<file path="config.mk">
export PLATFORM = sky130hd
export DESIGN_NAME = strided_stream_register_unit
export DESIGN_NICKNAME = d
export VERILOG_FILES = /design/src/rtl/core/ssru_pkg.sv /design/src/rtl/core/ssru_front.sv /design/src/rtl/core/ssru_back.sv /design/src/rtl/core/strided_stream_register_unit.sv
export VERILOG_INCLUDE_DIRS = /design/src /design/src/rtl/core
export SDC_FILE = /design/constraint.sdc
export NUM_CORES = 2
export LEC_CHECK = 0
export CAP_MARGIN = 20
export CORE_AREA = 4 4 373 375
export CTS_CLUSTER_DIAMETER = 100
export DETAILED_ROUTE_END_ITERATION = 8
export DIE_AREA = 0 0 377 379
export DONT_BUFFER_PORTS = 1
export PLACE_DENSITY_LB_ADDON = 0.25
export SLEW_MARGIN = 0
export SYNTH_ARGS = -nofsm -noshare
export SYNTH_HDL_FRONTEND = slang
export SYNTH_HIERARCHICAL = 1
export SYNTH_SLANG_ARGS = --single-unit
</file>
<file path="constraint.sdc">
create_clock -name clk -period 22.6 [get_ports clk]
set_input_delay 3.39 -clock clk [delete_from_list [all_inputs] [get_ports clk]]
set_output_delay 3.39 -clock clk [all_outputs]
set_load 0.005 [all_outputs]
</file>
<file path="src/rtl/core/assert_macros.svh">
`ifndef ASSERT_MACROS_SVH
`define ASSERT_MACROS_SVH
// Clocked implication, disabled while the active-low reset is asserted.
`define ASSERT_IMPL(label, clk, rst_n, ante, cons, msg) \
  label: assert property (@(posedge clk) disable iff (!rst_n) (ante) |-> (cons)) \
    else $error(msg);
// Next-cycle implication.
`define ASSERT_NEXT(label, clk, rst_n, ante, cons, msg) \
  label: assert property (@(posedge clk) disable iff (!rst_n) (ante) |=> (cons)) \
    else $error(msg);
`endif

</file>
<file path="src/rtl/core/ssru_pkg.sv">
package ssru_pkg;
  localparam int unsigned FIFO_DEPTH = 4;
  localparam int unsigned LOOP_DIMS  = 4;
  localparam int unsigned ADDR_WIDTH = 32;
  localparam int unsigned PTR_W      = (FIFO_DEPTH > 1) ? $clog2(FIFO_DEPTH) : 1;
  localparam int unsigned CNT_W      = $clog2(FIFO_DEPTH + 1);
  localparam int unsigned DIM_W      = 2;
  localparam int unsigned CFG_IDX_W  = 3;
  localparam int unsigned QUEUE_DEPTH = 2;

  typedef enum logic [2:0] {
    MODE_TICK   = 3'd0,
    MODE_RSTART = 3'd1,
    MODE_WSTART = 3'd2,
    MODE_POP    = 3'd3,
    MODE_PUSH   = 3'd4,
    MODE_LRET   = 3'd5
  } mode_t;

  typedef enum logic [1:0] {
    ST_OK      = 2'd0,
    ST_POP_ERR = 2'd1,
    ST_PUSH_ERR = 2'd2
  } status_t;

  localparam logic [CFG_IDX_W-1:0] CFG_BOUND0  = 3'd0;
  localparam logic [CFG_IDX_W-1:0] CFG_STRIDE0 = 3'd4;

  typedef struct packed {
    logic [2:0]  mode;
    logic [31:0] start_address;
    logic [1:0]  top_dimension;
    logic [7:0]  repeat_times;
    logic [63:0] payload;
  } item_t;

  typedef struct packed {
    logic [0:0]  mem_request;
    logic [0:0]  mem_is_write;
    logic [31:0] mem_address;
    logic [63:0] mem_write_data;
    logic [63:0] pop_value;
    logic [1:0]  status;
    logic [0:0]  stream_active;
  } result_t;
endpackage

</file>
<file path="src/rtl/core/ssru_front.sv">
module ssru_front (
  input  logic             clk,
  input  logic             rst_n,
  input  logic             in_valid,
  output logic             in_ready,
  input  ssru_pkg::item_t  in_item,
  output logic             q_valid,
  input  logic             q_ready,
  output ssru_pkg::item_t  q_item
);
  localparam int unsigned QD = ssru_pkg::QUEUE_DEPTH;

  ssru_pkg::item_t buf_r [QD];
  logic            wp_r, rp_r;
  logic [1:0]      cnt_r, cnt_nxt;
  logic            push, pop;

  assign in_ready = (cnt_r != 2'(QD));
  assign q_valid  = (cnt_r != 2'd0);
  assign q_item   = buf_r[rp_r];
  assign push     = in_valid && in_ready;
  assign pop      = q_valid && q_ready;

  always_comb begin
    cnt_nxt = cnt_r + 2'(push) - 2'(pop);
  end

  always_ff @(posedge clk) begin
    if (!rst_n) begin
      wp_r  <= 1'b0;
      rp_r  <= 1'b0;
      cnt_r <= 2'd0;
    end else begin
      cnt_r <= cnt_nxt;
      if (push) wp_r <= ~wp_r;
      if (pop)  rp_r <= ~rp_r;
    end
  end

  always_ff @(posedge clk) begin
    if (push) buf_r[wp_r] <= in_item;
  end
endmodule

</file>
<file path="src/rtl/core/ssru_back.sv">
module ssru_back (
  input  logic             clk,
  input  logic             rst_n,
  input  logic             cfg_we,
  input  logic [2:0]       cfg_idx,
  input  logic [31:0]      cfg_wdata,
  input  logic             q_valid,
  output logic             q_ready,
  input  ssru_pkg::item_t  q_item,
  output logic             res_valid,
  input  logic             res_ready,
  output ssru_pkg::result_t res,
  output logic             running
);
  localparam int unsigned D  = ssru_pkg::FIFO_DEPTH;
  localparam int unsigned PW = ssru_pkg::PTR_W;
  localparam int unsigned CW = ssru_pkg::CNT_W;
  localparam int unsigned AW = ssru_pkg::ADDR_WIDTH;
  localparam int unsigned ND = ssru_pkg::LOOP_DIMS;

  logic [31:0] bound_r [ND];
  logic [31:0] stride_r [ND];
  logic [63:0] rfifo_r [D];
  logic [63:0] wfifo_r [D];

  logic [PW-1:0] rhead_r, rtail_r, whead_r, wtail_r;
  logic [PW-1:0] rhead_nxt, rtail_nxt, whead_nxt, wtail_nxt;
  logic [CW-1:0] rcount_r, rres_r, wcount_r;
  logic [CW-1:0] rcount_nxt, rres_nxt, wcount_nxt;
  logic [7:0]    rep_cnt_r, rep_lim_r, rep_cnt_nxt, rep_lim_nxt;
  logic [31:0]   idx_r [ND];
  logic [31:0]   idx_nxt [ND];
  logic [AW-1:0] addr_r, addr_nxt;
  logic [1:0]    udim_r, udim_nxt;
  logic          dirw_r, dirw_nxt, run_r, run_nxt;
  logic          out_v_r;
  ssru_pkg::result_t out_r, res_nxt;
  logic          go, rfifo_we, wfifo_we;

  assign q_ready   = !out_v_r || res_ready;
  assign go        = q_valid && q_ready;
  assign res_valid = out_v_r;
  assign res       = out_r;
  assign running   = run_r;

  function automatic logic [PW-1:0] bump(input logic [PW-1:0] p);
    bump = (32'(p) + 32'd1 >= D) ? '0 : PW'(32'(p) + 32'd1);
  endfunction

  always_comb begin
    logic adv, done, wrapped;
    logic [1:0] dim;
    rhead_nxt = rhead_r; rtail_nxt = rtail_r;
    whead_nxt = whead_r; wtail_nxt = wtail_r;
    rcount_nxt = rcount_r; rres_nxt = rres_r; wcount_nxt = wcount_r;
    rep_cnt_nxt = rep_cnt_r; rep_lim_nxt = rep_lim_r;
    idx_nxt = idx_r; addr_nxt = addr_r; udim_nxt = udim_r;
    dirw_nxt = dirw_r; run_nxt = run_r;
    res_nxt = '0;
    rfifo_we = 1'b0; wfifo_we = 1'b0;
    adv = 1'b0; done = 1'b0; wrapped = 1'b0;
    dim = (q_item.top_dimension > 2'(ND - 1)) ? 2'(ND - 1) : q_item.top_dimension;
    unique case (q_item.mode)
      ssru_pkg::MODE_TICK: begin
        if (dirw_r) begin
          if (wcount_r != '0) begin
            res_nxt.mem_request = 1'b1;
            res_nxt.mem_is_write = 1'b1;
            res_nxt.mem_address = 32'(addr_r);
            res_nxt.mem_write_data = wfifo_r[wtail_r];
            wtail_nxt = bump(wtail_r);
            wcount_nxt = wcount_r - CW'(1);
            adv = 1'b1;
          end
        end else if (run_r && (32'(rcount_r) + 32'(rres_r) < D)) begin
          res_nxt.mem_request = 1'b1;
          res_nxt.mem_address = 32'(addr_r);
          rres_nxt = rres_r + CW'(1);
          adv = 1'b1;
        end
      end
      ssru_pkg::MODE_RSTART, ssru_pkg::MODE_WSTART: begin
        addr_nxt = AW'(q_item.start_address);
        udim_nxt = dim;
        for (int i = 0; i < ND; i++) idx_nxt[i] = '0;
        dirw_nxt = (q_item.mode == ssru_pkg::MODE_WSTART);
        run_nxt  = (q_item.mode == ssru_pkg::MODE_RSTART);
        if (q_item.mode == ssru_pkg::MODE_RSTART) rep_lim_nxt = q_item.repeat_times;
      end
      ssru_pkg::MODE_POP: begin
        if (rcount_r != '0) begin
          res_nxt.pop_value = rfifo_r[rhead_r];
          if (rep_cnt_r >= rep_lim_r) begin
            rep_cnt_nxt = '0;
            rhead_nxt = bump(rhead_r);
            rcount_nxt = rcount_r - CW'(1);
          end else begin
            rep_cnt_nxt = rep_cnt_r + 8'd1;
          end
        end else begin
          res_nxt.status = ssru_pkg::ST_POP_ERR;
        end
      end
      ssru_pkg::MODE_PUSH: begin
        if (32'(wcount_r) < D) begin
          wfifo_we = 1'b1;
          whead_nxt = bump(whead_r);
          wcount_nxt = wcount_r + CW'(1);
        end else begin
          res_nxt.status = ssru_pkg::ST_PUSH_ERR;
        end
      end
      ssru_pkg::MODE_LRET: begin
        if (rres_r != '0 && 32'(rcount_r) < D) begin
          rfifo_we = 1'b1;
          rtail_nxt = bump(rtail_r);
          rcount_nxt = rcount_r + CW'(1);
          rres_nxt = rres_r - CW'(1);
        end
      end
      default: ;
    endcase
    if (adv) begin
      // first non-wrapping dimension (or the top one when all wrap) picks the stride
      for (int i = 0; i < ND; i++) begin
        if (!done && 2'(i) <= udim_r) begin
          addr_nxt = addr_r + AW'($signed(stride_r[i]));
          if (idx_r[i] == bound_r[i]) begin
            idx_nxt[i] = '0;
            if (2'(i) == udim_r) begin
              wrapped = 1'b1;
              done = 1'b1;
            end
          end else begin
            idx_nxt[i] = idx_r[i] + 32'd1;
            done = 1'b1;
          end
        end
      end
      if (wrapped && !dirw_r) run_nxt = 1'b0;
    end
    res_nxt.stream_active = run_nxt;
  end

  always_ff @(posedge clk) begin
    if (!rst_n) begin
      rhead_r <= '0; rtail_r <= '0; whead_r <= '0; wtail_r <= '0;
      rcount_r <= '0; rres_r <= '0; wcount_r <= '0;
      rep_cnt_r <= '0; rep_lim_r <= '0;
      for (int i = 0; i < ND; i++) begin
        idx_r[i] <= '0; bound_r[i] <= '0; stride_r[i] <= '0;
      end
      addr_r <= '0; udim_r <= '0; dirw_r <= 1'b0; run_r <= 1'b0;
      out_v_r <= 1'b0;
    end else begin
      if (cfg_we) begin
        if (cfg_idx < ssru_pkg::CFG_STRIDE0) bound_r[2'(cfg_idx)] <= cfg_wdata;
        else stride_r[2'(cfg_idx - ssru_pkg::CFG_STRIDE0)] <= cfg_wdata;
      end
      if (go) begin
        rhead_r <= rhead_nxt; rtail_r <= rtail_nxt;
        whead_r <= whead_nxt; wtail_r <= wtail_nxt;
        rcount_r <= rcount_nxt; rres_r <= rres_nxt; wcount_r <= wcount_nxt;
        rep_cnt_r <= rep_cnt_nxt; rep_lim_r <= rep_lim_nxt;
        idx_r <= idx_nxt; addr_r <= addr_nxt; udim_r <= udim_nxt;
        dirw_r <= dirw_nxt; run_r <= run_nxt;
      end
      if (q_ready) out_v_r <= q_valid;
    end
  end

  always_ff @(posedge clk) begin
    if (go) out_r <= res_nxt;
    if (go && rfifo_we) rfifo_r[rtail_r] <= q_item.payload;
    if (go && wfifo_we) wfifo_r[whead_r] <= q_item.payload;
  end
endmodule

</file>
<file path="src/rtl/core/strided_stream_register_unit.sv">
// channel | direction | handshake
// in_*    | input     | in_valid / in_ready
// out_*   | output    | out_valid / out_ready
// cfg_*   | input     | cfg_we, no wait
// One item per cycle while out_ready stays high; items pass the 2-entry
// queue, then the back end result register. Address step: one 32-bit add.
// Reset (rst_n low, synchronous) clears counters, pointers, config, flags.
// A stalled out_ready holds the result; the queue absorbs two more items.
module strided_stream_register_unit (
  input  logic        clk,
  input  logic        rst_n,
  input  logic        cfg_we,
  input  logic [2:0]  cfg_index,
  input  logic [31:0] cfg_wdata,
  input  logic        in_valid,
  output logic        in_ready,
  input  logic [2:0]  in_mode,
  input  logic [31:0] in_start_address,
  input  logic [1:0]  in_top_dimension,
  input  logic [7:0]  in_repeat_times,
  input  logic [63:0] in_payload,
  output logic        out_valid,
  input  logic        out_ready,
  output logic        out_mem_request,
  output logic        out_mem_is_write,
  output logic [31:0] out_mem_address,
  output logic [63:0] out_mem_write_data,
  output logic [63:0] out_pop_value,
  output logic [1:0]  out_status,
  output logic        out_stream_active
);
  `include "assert_macros.svh"

  ssru_pkg::item_t   in_item, q_item;
  ssru_pkg::result_t res;
  logic q_valid, q_ready, running;

  assign in_item = '{mode: in_mode, start_address: in_start_address,
                     top_dimension: in_top_dimension, repeat_times: in_repeat_times,
                     payload: in_payload};

  ssru_front u_front (
    .clk(clk), .rst_n(rst_n), .in_valid(in_valid), .in_ready(in_ready),
    .in_item(in_item), .q_valid(q_valid), .q_ready(q_ready), .q_item(q_item)
  );

  ssru_back u_back (
    .clk(clk), .rst_n(rst_n), .cfg_we(cfg_we), .cfg_idx(cfg_index),
    .cfg_wdata(cfg_wdata), .q_valid(q_valid), .q_ready(q_ready), .q_item(q_item),
    .res_valid(out_valid), .res_ready(out_ready), .res(res), .running(running)
  );

  assign out_mem_request    = res.mem_request;
  assign out_mem_is_write   = res.mem_is_write;
  assign out_mem_address    = res.mem_address;
  assign out_mem_write_data = res.mem_write_data;
  assign out_pop_value      = res.pop_value;
  assign out_status         = res.status;
  assign out_stream_active  = res.stream_active;

  `ASSERT_IMPL(a_err_no_req, clk, rst_n, out_valid && out_status != ssru_pkg::ST_OK,
    !out_mem_request, "error result carries a memory access")
  `ASSERT_IMPL(a_wr_is_req, clk, rst_n, out_valid && out_mem_is_write,
    out_mem_request, "store flag without request")
  `ASSERT_NEXT(a_hold, clk, rst_n, out_valid && !out_ready,
    out_valid && $stable(out_mem_address) && $stable(out_pop_value),
    "stalled result changed")
  `ASSERT_IMPL(a_active_match, clk, rst_n, out_valid,
    out_stream_active == running, "stream flag differs from stream state")
endmodule

</file>
==> reports/qor.yml <==
pwr:
  pwr-share-seq_pct: 48.8
  p_per_area_mw_per_mm2: 98.6
  irDropWorstVdd_mv: 0.0555
  p_comb_share_pct: 16.8
  clockPowerShare_pct: 34.4
  power_switching_mw: 1.91
  p_sw_share_pct: 28.6
  leakagePower_nw: 22.6
  p_int_mw: 4.77
yosys:
  synth_cells: 4511
  yosys.cell_count.top_type: "edfxtp_1"
  synth-main-ff-cell: "edfxtp_1"
  ys_warn_count: 6
  synth-edff-count: 1151
  synth_area_leaders: "edfxtp_1 (57%), dfxtp_1 (6.7%), mux4_2 (4.7%)"
  syn_nets: 4820
  synth.top_cell.area_share_pct: 56.8
  synth_top_area_cell: "edfxtp_1"
  ys_ff_latch: 1356
  ys_seq_area_share_pct: 63.5
  yosys-top-cells-count: "edfxtp_1 (1151), and2_1 (298), a21oi_1 (290)"
  synthDistinctLibCells: 78
  synthArstFlopShare_pct: 0
  synth_area_per_cell_um2: 13.5
  syn_area_mm2: 0.0609
grt:
  grt_pass1_vias: 36200
  grt_use_total_pct: 23.0
  grt_max_degree: 88
  grt-ovfl-total: 0
  antenna_found_initial: 38
  grt_pass1_wl_mm: 243
finish:
  regArea_mm2: 0.0387
  multiInputGateArea_mm2: 0.0213
  area_growth_pct: 11.3
  finalNetCount: 4846
  fin_area_mm2: 0.0677
  n_fill_cell: 11500
  post-route-util_pct: 50.1
  drive_above_1_share_pct: 12.1
sta:
  slew_viol_final: 0
  timing.final.crit_share_pct: 27.2
  rsz0062_at_grt: "false"
  finClkSkew_ns: 0.0558
  hold_ws_ns: 0.493
  relSlewSlack_pct: 29.4
  setup_viol: 0
  layout_setup_ws_ns: 16.45
  tightest_slew_ns: 1.06
  period_needed_ns: 6.15
  hold_viol_final: 0
  setup-tns-final_ns: 0
  fmax_mhz: 163
worst_setup_path:
  startpoint_type: "input pin"
  critPathMaxStageDelay_ns: 0.76
  critPathBufInv: 3
  crit_arrival_ns: 6.77
  critPathRequiredTime_ns: 23.22
  critPathSlowestCell: "nand2_1"
  cp_cell_sequence: "nand2b_1 > nand2_2 > buf_4 > inv_8 > nand2_1 > nand2_1 > buf_4 > o21ai_0 > a22oi_1 > nor2_1"
  rr_endpoint: "u_back/idx_r[49]"
  r2r-start: "u_back/idx_r[125]"
  critPathMaxFanout: 49
  path_delay_family: "simple AND/OR/NAND/NOR gates"
  crit_path_end_kind: "flop"
  ff2ff_path_depth: 10
  critical_path_class: "in -> reg"
  rrSetupSlack_ns: 17.38
cts:
  cts_tree: "yes"
  clk_pin_slew_ns: 0.06
  ctsHtreeMaxLevel: 4
  cts_hold_buf: 0
  root_buffer: "clkbuf_16"
  cts_setup_buffers: 0
  cts_sinks: 1356
  clk-insertion-delay-late_ns: 0.80
  cts_resized: 0
  ctsLongestPathBuffers: 3
  cts_buffers: 144
place:
  gp_congestion: 0.896
  hpwlAfterDp_mm: 109
  io_buffers: 0
  place_area_mm2: 0.0630
  dp_slack_ns: 15.83
routing:
  final_antenna_net_count: 0
  wl_mm: 166
  drc_errors: 0
  num_vias: 37800
  dr.pass1.iters: 7
  wl_per_cell_um: 25.7
  routed_via_density: 5.85
  first_iter_violations: 3679
outcome:
  status: "complete, no violations"
floorplan:
  initial_core_util_pct: 45.0
  fp-row-count: 135
  die_area_mm2: 0.143
  die_w_um: 377
  die_y_um: 379
  io_pins: 316
  core_mm2: 0.135
worst_hold_path:
  holdPathStages: 2
  hold_start: "u_back/rep_lim_r[2]"
  whs_endpoint: "u_back/rep_lim_r[2]"
  hold_path_class: "reg -> reg"
run:
  maxCapViolations: 0
cells in the final DEF (no fill, tap or decap), types with 32 or more instances in the layout:
cell type and n:
edfxtp_1 1151, and2_1 294, a21oi_1 290, nor2_1 256, nand2_1 231, dfxtp_1 200, o21ai_0 186, nor2b_1 165
xnor2_1 158, ha_1 153, clkbuf_16 145, mux4_2 128, mux2_2 99, nand3_1 92, xor2_1 86, nor3_1 67
inv_1 62, buf_4 62, nand4_1 58, a21o_1 53, and3_1 46, nand2b_1 40, or3_1 40, a31oi_1 37
o21a_1 35, clkbuf_1 34, nand3b_1 32
final cells by class:
| type | instances | area share (%) |
|---|---|---|
| sequential | 1356 | 57.1 |
| multi-input combinational | 2904 | 31.5 |
| clock buffer | 189 | 5.75 |
| tap | 1781 | 3.29 |
| clock inverter | 73 | 1.08 |
| timing repair buffer | 66 | 0.827 |
| inverter | 65 | 0.379 |
| antenna | 24 | 0.0887 |
layer usage:
metal	vias to the layer above	global-route usage, %	share of wire, %
met3	224	6.10	9.6
met2	1512	35.6	46
li1	17100	-	-
met4	6	5.97	2.3
met1	19000	32.2	42
met5	-	0	0.028
registers in the layout, indices dropped and copies added, names as in the netlist, 3 cells and up, named ones only:
register / cells
u_back/idx_r: 128
u_front/buf_r: 218
u_back/rcount_r: 3
u_back/rfifo_r: 256
u_back/rres_r: 3
u_back/bound_r: 128
u_back/wfifo_r: 256
u_back/rep_cnt_r: 8
u_back/stride_r: 128
u_back/wcount_r: 3
u_back/res: 165
u_back/rep_lim_r: 8
worst max path at each step:
stage	slack, ns	endpoint	start	cells after the start
5_1_grt	16.26	u_back/idx_r[124]	out_ready	10
4_1_cts	16.67	u_back/idx_r[124]	out_ready	10
2_1_floorplan	11.48	u_back/wfifo_r[0][0]	out_ready	6
6_report	16.45	u_back/idx_r[124]	out_ready	10
3_5_place_dp	15.83	u_back/idx_r[124]	out_ready	10
3_3_place_gp	15.91	u_back/idx_r[124]	out_ready	10
worst register-to-register path, stage by stage (launching register included):
cell and delay, ns:
dfxtp_1 0.47, xor2_1 0.12, nor4_1 0.45, nand4_1 0.55, nor2_2 0.53, nand4_1 0.36
buf_4 0.33, nor2_1 0.64, nand3_1 0.79, or4_1 0.74, a21oi_1 0.16
per-stage QoR:
stage,power [mW],instances
after global routing,6.96,6438
after global placement,4.39,6167
after floorplan,4.04,4511
after detailed placement,4.41,6167
final,6.68,6458
after CTS,6.72,6429
logic make-up (layout without fill, tap and decap cells):
logic type	Yosys count	after routing	share of synthesized area [%]
xor gates and xnor gates	244	244	3.51
adders and majority gates	160	160	3.38
and+or+nand+nor	1423	1423	12.5
AOI/OAI and AO/OA	814	814	8.17
buffers and inverters	251	393	1.64
DFF	1356	1356	63.5
other	0	24	0
muxes	263	263	7.24
power by group through the flow:
stage               Clock [mW]  Combinational (mW)  Sequential [mW]
CTS                       2.35                1.11             3.26
floorplan                    0               0.802             3.24
global route              2.46                1.22             3.28
global placement             0                1.09             3.31
detailed placement           0                1.10             3.31
finish                    2.30                1.12             3.26
No activity file was read; power rests on OpenSTA's default activity.
